### src/rtl/dvae_pkg.sv
// package for the vector add engine: beat types, codes and register addresses
package dvae_pkg;

   localparam int AddrWidth = 32;
   localparam int DataWidth = 32;
   localparam int RegAddrWidth = 16;
   localparam int CsrIndexWidth = 2;

   // request actions
   localparam logic [1:0] ActRegWrite = 2'd0;
   localparam logic [1:0] ActRegRead  = 2'd1;
   localparam logic [1:0] ActMemData  = 2'd2;

   // response kinds
   localparam logic [2:0] KindRegData = 3'd0;
   localparam logic [2:0] KindMemRead = 3'd1;
   localparam logic [2:0] KindMemWrite = 3'd2;
   localparam logic [2:0] KindDone    = 3'd3;
   localparam logic [2:0] KindAddrErr = 3'd4;

   // register map on the request channel
   localparam logic [RegAddrWidth-1:0] RegSrcA = 16'd1024;
   localparam logic [RegAddrWidth-1:0] RegSrcB = 16'd1025;
   localparam logic [RegAddrWidth-1:0] RegDst  = 16'd1026;
   localparam logic [RegAddrWidth-1:0] RegLen  = 16'd1027;
   localparam logic [RegAddrWidth-1:0] RegCtrl = 16'd1028;

   // register indexes on the csr port
   localparam logic [CsrIndexWidth-1:0] CsrSrcA = 2'd0;
   localparam logic [CsrIndexWidth-1:0] CsrSrcB = 2'd1;
   localparam logic [CsrIndexWidth-1:0] CsrDst  = 2'd2;
   localparam logic [CsrIndexWidth-1:0] CsrLen  = 2'd3;

   typedef struct packed {
      logic [1:0]              action;
      logic [RegAddrWidth-1:0] reg_addr;
      logic [DataWidth-1:0]    word;
   } req_type;

   typedef struct packed {
      logic [2:0]           kind;
      logic [AddrWidth-1:0] bus_addr;
      logic [DataWidth-1:0] bus_data;
      logic                 last;
   } rsp_type;

endpackage

### src/rtl/dma_vector_add_engine.sv
// top level of the vector add engine: register file, job control and response queue
//
//   channel | direction | handshake            | payload
//   req     | in        | req_valid/req_stall  | dvae_pkg::req_type (action, reg_addr, word)
//   rsp     | out       | rsp_valid/rsp_stall  | dvae_pkg::rsp_type (kind, bus_addr, bus_data, last)
//   csr     | in        | csr_we               | csr_index, csr_wdata
//
// each request beat is decoded and executed in the cycle it is accepted; its responses
// land in a two-slot response queue and leave one per cycle while rsp_stall is low
// a beat with one response sustains one beat per cycle while rsp_stall is low; a finished
// element (write plus next read or done) holds off the next beat on the single response port
// reset clears registers, job state and the queue; no clearing pass is needed
// req_stall rises while the queue cannot take two more responses, so a stalled
// rsp side backs up onto req after at most one beat
module dma_vector_add_engine (
   input  logic                                clock,
   input  logic                                reset,
   input  logic                                req_valid,
   output logic                                req_stall,
   input  dvae_pkg::req_type                   req_data,
   output logic                                rsp_valid,
   input  logic                                rsp_stall,
   output dvae_pkg::rsp_type                   rsp_data,
   input  logic                                csr_we,
   input  logic [dvae_pkg::CsrIndexWidth-1:0]  csr_index,
   input  logic [dvae_pkg::DataWidth-1:0]      csr_wdata
);

   // configuration registers
   logic [dvae_pkg::AddrWidth-1:0] src_a_ff, src_a_in;
   logic [dvae_pkg::AddrWidth-1:0] src_b_ff, src_b_in;
   logic [dvae_pkg::AddrWidth-1:0] dst_ff, dst_in;
   logic [dvae_pkg::DataWidth-1:0] len_ff, len_in;

   // job state
   logic                           busy_ff, busy_in;
   logic [dvae_pkg::DataWidth-1:0] index_ff, index_in;
   logic                           second_ff, second_in;
   logic [dvae_pkg::DataWidth-1:0] first_word_ff, first_word_in;

   // response queue: slot 0 is the head
   dvae_pkg::rsp_type slot0_ff, slot0_in;
   dvae_pkg::rsp_type slot1_ff, slot1_in;
   logic [1:0]        count_ff, count_in;

   logic                     req_accept;
   logic                     rsp_pop;
   logic [1:0]               n_rsp;
   dvae_pkg::rsp_type        res0;
   dvae_pkg::rsp_type        res1;
   logic [dvae_pkg::DataWidth-1:0] next_index;
   logic [dvae_pkg::DataWidth-1:0] sum;
   logic                     job_end;
   logic [dvae_pkg::DataWidth-1:0] reg_value;

   assign rsp_valid  = (count_ff != 2'd0);
   assign rsp_data   = slot0_ff;
   assign rsp_pop    = rsp_valid && !rsp_stall;
   // room for two responses once this cycle's pop is done
   assign req_stall  = !((count_ff == 2'd0) || ((count_ff == 2'd1) && rsp_pop));
   assign req_accept = req_valid && !req_stall;

   assign next_index = index_ff + 32'd1;
   assign sum        = first_word_ff + req_data.word;
   assign job_end    = (next_index == '0) || (next_index >= len_ff);

   // register read mux
   always_comb begin
      case (req_data.reg_addr)
         dvae_pkg::RegSrcA: reg_value = src_a_ff;
         dvae_pkg::RegSrcB: reg_value = src_b_ff;
         dvae_pkg::RegDst:  reg_value = dst_ff;
         dvae_pkg::RegLen:  reg_value = len_ff;
         default:           reg_value = {{(dvae_pkg::DataWidth-1){1'b0}}, busy_ff};
      endcase
   end

   // request decode and job control
   always_comb begin
      src_a_in      = src_a_ff;
      src_b_in      = src_b_ff;
      dst_in        = dst_ff;
      len_in        = len_ff;
      busy_in       = busy_ff;
      index_in      = index_ff;
      second_in     = second_ff;
      first_word_in = first_word_ff;
      n_rsp         = 2'd0;
      res0          = '{kind: dvae_pkg::KindAddrErr, bus_addr: '0, bus_data: '0, last: 1'b1};
      res1          = '{kind: dvae_pkg::KindDone, bus_addr: '0, bus_data: '0, last: 1'b1};

      if (req_accept) begin
         case (req_data.action)
            dvae_pkg::ActRegWrite: begin
               if (req_data.reg_addr inside {[dvae_pkg::RegSrcA:dvae_pkg::RegLen]}) begin
                  case (req_data.reg_addr)
                     dvae_pkg::RegSrcA: src_a_in = req_data.word;
                     dvae_pkg::RegSrcB: src_b_in = req_data.word;
                     dvae_pkg::RegDst:  dst_in   = req_data.word;
                     default:           len_in   = req_data.word;
                  endcase
               end else if (req_data.reg_addr == dvae_pkg::RegCtrl) begin
                  // start: zero write or start while busy is dropped
                  if (req_data.word != '0 && !busy_ff) begin
                     n_rsp = 2'd1;
                     if (len_ff == '0) begin
                        res0.kind = dvae_pkg::KindDone;
                     end else begin
                        busy_in       = 1'b1;
                        index_in      = '0;
                        second_in     = 1'b0;
                        res0.kind     = dvae_pkg::KindMemRead;
                        res0.bus_addr = src_a_ff;
                     end
                  end
               end else begin
                  n_rsp         = 2'd1;
                  res0.bus_addr = {{(dvae_pkg::AddrWidth-dvae_pkg::RegAddrWidth){1'b0}},
                                   req_data.reg_addr};
               end
            end
            dvae_pkg::ActRegRead: begin
               n_rsp         = 2'd1;
               res0.bus_addr = {{(dvae_pkg::AddrWidth-dvae_pkg::RegAddrWidth){1'b0}},
                                req_data.reg_addr};
               if (req_data.reg_addr inside {[dvae_pkg::RegSrcA:dvae_pkg::RegCtrl]}) begin
                  res0.kind     = dvae_pkg::KindRegData;
                  res0.bus_data = reg_value;
               end
            end
            dvae_pkg::ActMemData: begin
               if (busy_ff) begin
                  if (!second_ff) begin
                     // first operand back, fetch the second
                     n_rsp         = 2'd1;
                     first_word_in = req_data.word;
                     second_in     = 1'b1;
                     res0.kind     = dvae_pkg::KindMemRead;
                     res0.bus_addr = src_b_ff + index_ff;
                  end else begin
                     // both operands in: write the sum, then next read or done
                     n_rsp         = 2'd2;
                     second_in     = 1'b0;
                     res0.kind     = dvae_pkg::KindMemWrite;
                     res0.bus_addr = dst_ff + index_ff;
                     res0.bus_data = sum;
                     res0.last     = 1'b0;
                     if (job_end) begin
                        busy_in  = 1'b0;
                        index_in = '0;
                     end else begin
                        index_in      = next_index;
                        res1.kind     = dvae_pkg::KindMemRead;
                        res1.bus_addr = src_a_ff + next_index;
                     end
                  end
               end
            end
            default: begin
               // unused action, dropped
            end
         endcase
      end

      // csr writes are for the user to make only while idle; the block itself does not enforce it
      if (csr_we) begin
         case (csr_index)
            dvae_pkg::CsrSrcA: src_a_in = csr_wdata;
            dvae_pkg::CsrSrcB: src_b_in = csr_wdata;
            dvae_pkg::CsrDst:  dst_in   = csr_wdata;
            dvae_pkg::CsrLen:  len_in   = csr_wdata;
            default:           len_in   = len_ff;
         endcase
      end
   end

   // response queue update
   always_comb begin
      slot0_in = slot0_ff;
      slot1_in = slot1_ff;
      count_in = count_ff;
      if (req_accept) begin
         // queue is empty after this cycle's pop
         slot0_in = res0;
         slot1_in = res1;
         count_in = n_rsp;
      end else if (rsp_pop) begin
         slot0_in = slot1_ff;
         count_in = count_ff - 2'd1;
      end
   end

   always_ff @(posedge clock) begin
      if (reset) begin
         src_a_ff  <= '0;
         src_b_ff  <= '0;
         dst_ff    <= '0;
         len_ff    <= '0;
         busy_ff   <= 1'b0;
         index_ff  <= '0;
         second_ff <= 1'b0;
         count_ff  <= 2'd0;
      end else begin
         src_a_ff  <= src_a_in;
         src_b_ff  <= src_b_in;
         dst_ff    <= dst_in;
         len_ff    <= len_in;
         busy_ff   <= busy_in;
         index_ff  <= index_in;
         second_ff <= second_in;
         count_ff  <= count_in;
      end
   end

   // payload, no reset
   always_ff @(posedge clock) begin
      first_word_ff <= first_word_in;
      slot0_ff      <= slot0_in;
      slot1_ff      <= slot1_in;
   end

   // queue never overfills
   assert property (@(posedge clock) disable iff (reset) count_ff != 2'd3)
      else $error("response queue overflow");

   // idle job keeps its operand phase and index cleared
   assert property (@(posedge clock) disable iff (reset)
      !busy_ff |-> (!second_ff && index_ff == '0))
      else $error("idle job state not cleared");

   // a beat that finishes an element leaves two responses behind
   assert property (@(posedge clock) disable iff (reset)
      (req_accept && busy_ff && second_ff && req_data.action == dvae_pkg::ActMemData)
      |=> (count_ff == 2'd2 && !second_ff))
      else $error("element write lost its follow-up response");

   // busy only rises on an accepted start
   assert property (@(posedge clock) disable iff (reset)
      $rose(busy_ff) |-> $past(req_accept))
      else $error("job started without a request beat");

endmodule
### config.mk
export PLATFORM = sky130hd
export DESIGN_NAME = dma_vector_add_engine
export DESIGN_NICKNAME = d
export VERILOG_FILES = /design/src/rtl/dvae_pkg.sv /design/src/rtl/dma_vector_add_engine.sv
export SDC_FILE = /design/constraint.sdc
export NUM_CORES = 1
export LEC_CHECK = 0
export BUFFER_PORTS_ARGS = -buffer_cell sky130_fd_sc_hd__buf_4
export CAP_MARGIN = 20
export CORE_MARGIN = 10
export CORE_UTILIZATION = 40
export DETAILED_ROUTE_END_ITERATION = 8
export SYNTH_ARGS = -nofsm -noshare
export SYNTH_HDL_FRONTEND = slang
export SYNTH_SLANG_ARGS = --single-unit
### constraint.sdc
create_clock -name clock -period 8.3 [get_ports clock]
set_clock_uncertainty 0.1 [all_clocks]
set_input_delay 0.415 -clock clock [delete_from_list [all_inputs] [get_ports clock]]
set_output_delay 0.415 -clock clock [all_outputs]
set_load 0.02 [all_outputs]
# [After elaboration in Yosys (flattened, before gate mapping)]
# Cells that the tools add are included.
[word_totals] register_bits=299 inputBits=89 elab_cells=145 output_inout_bits=70
[classes] magnitude_cmp=4 n_eq_ne=17 bitwise=3 addsub=6 mux=73 n_reduce_logical=27
[ops] operator="2-to-1 mux 32 bit" count=34
[ops] operator="2-to-1 mux 68 bit" count=3
[ops] operator="adder 32 bit" count=4
[ops] operator="one-hot mux 32 bit (2 select lines)" count=2
[ops] operator="one-hot mux 32 bit (4 select lines)" count=1
[ops] operator="one-hot mux 35 bit (3 select lines)" count=1
[ops] operator="== test 16 x 11 -> 1 bit (second input constant)" count=5
[ops] operator="2-to-1 mux 35 bit" count=2
[ops] operator="2-to-1 mux 34 bit" count=2
[ops] operator="logical NOT 32 bit" count=2
[ops] operator="2-to-1 mux 33 bit" count=1
[ops] operator="adder 32 x 1 -> 32 bit (second input constant)" count=1
[ops] operator=">= comparator 32 bit" count=1
[ops] operator="<= comparator 16 x 11 -> 1 bit (second input constant)" count=2
[ops] operator="nonzero test 32 bit" count=1
[ops] operator=">= comparator 16 x 11 -> 1 bit (second input constant)" count=1
[ops] operator="2-to-1 mux 1 bit" count=15
[ops] operator="2-to-1 mux 2 bit" count=7
[ops] operator="inequality test 2 bit (second input constant)" count=6
[ops] operator="AND reduction 8 bit" count=1
[ops] operator="AND reduction 7 bit" count=1
[ops] operator="== test 2 x 1 -> 1 bit (second input constant)" count=3
[ops] operator="== test 2 bit (second input constant)" count=3
[ops] operator="logical AND 1 bit" count=6
[ops] operator="other kinds (14)" count=25

# [Longest topological paths before layout]
[depth] word_depth=8 depth_mapped=20 ltp_nobuf=17

# [Worst setup path before layout]
# No wires, ideal clock.
[synth_path] kind="register to register" from="reg count_ff[0]" to="reg count_ff[0]" stages_incl_launch_ff=8 setup_ns=0.070 arrival_time_ns=6.388 synth_period_minus_slack_ns=6.559 path_buffers=0 path_slack_ns=1.741 required_time_ns=8.130 path_cell_list="dfxtp_1 > inv_1 > ha_1 > o21ai_0 > inv_1 > nor3_1 > a21oi_1 > a21oi_1"
[synth_via] elab_chain_len=6 elab_cells_between_ends=11 classes_between="1 x add/sub; 1 x eq/ne; 2 x mux; 7 x reduce/logical"
[synth_lines] element="start: declaration" line_no="dma_vector_add_engine.sv:44" source="logic [1:0] count_ff, count_in;"
[synth_lines] element="start signal: assignment" line_no="dma_vector_add_engine.sv:211" source="count_ff <= count_in;"
[synth_lines] element="parallel branches: the longest is 6 deep, another holds subtractor 2 x 1 -> 2 bit"
# Several ways; the timed one is not identified. The select of a mux whose other input is x is not followed.
# A chain may end at the register's enable or synchronous reset.

# [Worst setup path after layout]
[layout_path] from="reg index_ff[12] (netlist bit)" to="reg slot1_ff[43] (netlist bit), data pin"
[layout_via] elab_chain_len=4 elab_cells_between_ends=5 classes_between="1 x add/sub; 1 x order compare; 3 x reduce/logical"
[layout_lines] element="start: declaration" line_no="dma_vector_add_engine.sv:37" source="logic [dvae_pkg::DataWidth-1:0] index_ff, index_in;"
[layout_lines] element="start signal: assignment" line_no="dma_vector_add_engine.sv:209" source="index_ff <= index_in;"
[layout_lines] element="adder 32 x 1 -> 32 bit (*)" line_no="dma_vector_add_engine.sv:63" source="assign next_index = index_ff + 32'd1;"
[layout_lines] element=">= comparator 32 bit or logical NOT 32 bit (tied branches)" line_no="dma_vector_add_engine.sv:65" source="assign job_end = (next_index == '0) || (next_index >= len_ff);"
[layout_lines] element="logical OR 1 bit (*)" line_no="dma_vector_add_engine.sv:65"
[layout_lines] element="OR reduction 4 bit (no source line) (*)"
[layout_lines] element="end signal: assignment" line_no="dma_vector_add_engine.sv:219" source="slot1_ff <= slot1_in;"
[layout_lines] element="end: declaration" line_no="dma_vector_add_engine.sv:43" source="dvae_pkg::rsp_type slot1_ff, slot1_in;"
# Mark *: on every way between the ends. The rest lies on a longest branch, timed or not.

==> metrics.txt <==
Num Clock Sinks=297; Via Count=18.6k; EDFF count, synth=133; Worst-Margin Slew=1.10 ns; Synth top area share=19.7%; CTS tree=done; worst hold path type=primary input to flop; RD Place Congestion=0.925; Initial Util=40.4%; postcts setup bufs=0; CP dominant cell by count=o21ai_0; synthesized flop and latch total=297; CTS resizes=0; antenna viol nets, final=0; TritonCTS Buffers=36; clk slew on worst S/H paths=0.06 ns; Core Rows=82; height of the die=245 µm; CP Buf/Inv Count=1; data arrival time of the worst path=5.76 ns; Mapped Cells=2276; final hold violation count=0; Leak=8.80 nW; ys flop type=dfxtp_1; RSZ-0062 raised after global routing=no; flop-to-flop setup slack=2.81 ns; ranking of synthesized cells by area=edfxtp_1 (20%), dfxtp_1 (16%), ha_1 (8.2%); maximum vdd ir drop=0.144 mV; vias in the first global route=18.0k; Avg WL per Cell=24.0 µm; Total Routing Usage GR=23.8%; Netlist cell types=79; first-pass GRT wire length=111000 µm; Reg-to-Reg Start=index_ff[12]; Avg Vias per Cell=6.05; Max Slew Vio Count=0; cell depth of the worst setup path=14; crit start category=flop; total nets after synthesis=2501; f_max=182 MHz; sequential fraction of the synthesis area=36.0%; clock tree buffer depth=3; DRC viols=0; core area=0.0501 mm²; relative slew slack=26.4%; die area=0.0600 mm²; R2R depth=14; final wirelength=73700 µm; Final HPWL DP=54200 µm; Synth area leader=edfxtp_1; critical-path cell list=nand3_2, or4_1, nor4_1, xor2_1, ha_1, nor2b_1, o21ai_0, a21oi_1, nor3_1, o21ai_0, a2111o_1, nor2_2, inv_2, a211oi_1; root buf cell=clkbuf_16; drt pass-1 iters=5; WP data required=8.57 ns; worst skew pair latency=0.56 ns; max_cap viols=0; commonest cells in the netlist=nor2_1 (286), nand2_1 (256), dfxtp_1 (164); Min Clock Period, post-route=5.49 ns; CP startpoint=index_ff[12]; Crit path largest cell delay=0.73 ns; Top delay family on crit path=simple AND/OR/NAND/NOR gates; share of cells above drive strength 1=14.5%; crit path kind=flop to flop; initial drt markers=1697; Post-Syn Area per Cell=8.89 µm²; Final period util=66.1%; ant diodes=0; final setup violating endpoints=0; Worst setup endpoint=slot1_ff[43]; antenna violations before repair=2; Die Wd=245 µm; Mapped Area=0.0202 mm²; worst-path fanout max=28; I/O Pins=159; Setup TNS Final=0 ns; PortBufs=158; H-tree levels=2; count leader, synth=nor2_1; hold_sp=req_data[2]; status=finished, final reports clean; Crit. End Element=flop; largest net degree at the start of global routing=92; final worst setup slack=2.81 ns; asr flop ratio synth=0%; Ys Warns=0; aggregate global routing overflow=0; Slowest cell on crit path=or4_1; reg-to-reg endpoint=slot1_ff[43]; Area growth syn-to-layout=14.6%; post-place setup slack=2.89 ns; Pwr Density=200 mW/mm²; Total Nets Final=2591
-- metal layers --
metal | track usage [%] | vias to the layer above | routed length (µm)
met1 | 32.6 | 8952 | 32200
met4 | 7.78 | 4 | 2310
met3 | 5.17 | 129 | 6860
met5 | 0 | - | 22
li1 | - | 8608 | -
met2 | 36.6 | 859 | 32300
-- how the worst min path moves through the flow --
stage                         to  slack, ns  cells after the start
2_1_floorplan       src_b_ff[10]       0.36                      2
3_3_place_gp        src_b_ff[20]       0.37                      2
3_5_place_dp         src_b_ff[5]       0.38                      2
4_1_cts        first_word_ff[18]     0.0001                      1
5_1_grt        first_word_ff[21]       0.02                      1
6_report        first_word_ff[2]       0.02                      1
-- kinds of logic (layout without fill, tap and decap cells) --
group,after synthesis,count (layout),share of synthesized area [%]
buffers and inverters,212,329,4.22
and+or+nand+nor,805,805,18.3
adders and majority gates,136,136,8.52
AOI/OAI and AO/OA,593,593,19.9
DFF,297,297,36.0
xor gates and xnor gates,100,100,4.33
muxes,133,133,8.75
-- power by group --
group / internal (W) / leakage (nW) / switching, W
Clock: 0.000932 / 0.584 / 0.000673
Sequential: 0.00182 / 2.63 / 0.000104
Combinational: 0.000396 / 5.59 / 0.000717
Total: 0.00315 / 8.80 / 0.00149
-- final cells by class --
class / instances / area [µm²]
multi-input cells: 1767 / 12200
repair buffers: 193 / 1490
clock buffers: 47 / 1020
well taps: 672 / 841
clock inverters: 18 / 148
fillers: 4842 / 26900
inverters: 71 / 267
flip-flops and latches: 297 / 7280
-- placed cells by master (no fill, tap or decap), drive strengths merged, types with 13 or more instances in the layout --
cell type    netlist  final
xor2              43     43
mux4              32     32
mux2              31     31
a221oi            15     15
a311oi            67     67
nor4              30     30
clkbuf           103     47
a211oi            81     81
o31ai             13     13
dlygate4sd3        0     13
o21ai            100    100
o21a              16     16
nand4             26     26
a31oi             15     15
nand3             38     38
xnor2             57     57
nor2b             18     18
nor3              38     38
a22oi             44     44
nand2b            20     20
dfxtp            164    164
edfxtp           133    133
inv               71     71
clkinv             0     16
nor2             287    287
mux2i             70     70
and2              19     19
nand2            256    256
and3              16     16
or2               20     20
a21o              42     42
buf               38    179
ha               133    133
a21oi            137    137
-- repair_timing --
item | 4_1_cts | 5_1_grt
setup endpoints to repair | 0 | 0
hold buffers | 13 | 0
endpoints found under the hold margin | 13 | 0
-- metrics by stage --
| stage | util (%) | instances | hold slack [ns] | cell area (µm²) | total power (W) |
|---|---|---|---|---|---|
| after CTS | 46.3 | 3064 | 0.000107 | 23200 | 0.00470 |
| after detailed placement | 43.7 | 2986 | 0.385 | 21900 | 0.00307 |
| final | 46.3 | 3065 | 0.0176 | 23200 | 0.00465 |
| after global placement | 43.7 | 2986 | 0.373 | 21900 | 0.00307 |
| after global routing | 46.3 | 3065 | 0.0153 | 23200 | 0.00485 |
| after floorplan | - | 2276 | 0.362 | 20200 | 0.00257 |
-- state kept, by name, indices dropped and copies added (netlist names), 32 cells and up --
name           flops
rsp_data          68
len_ff            32
first_word_ff     32
slot1_ff          33
dst_ff            32
index_ff          32
src_b_ff          32
src_a_ff          32
No activity file was read; power rests on OpenSTA's default activity.
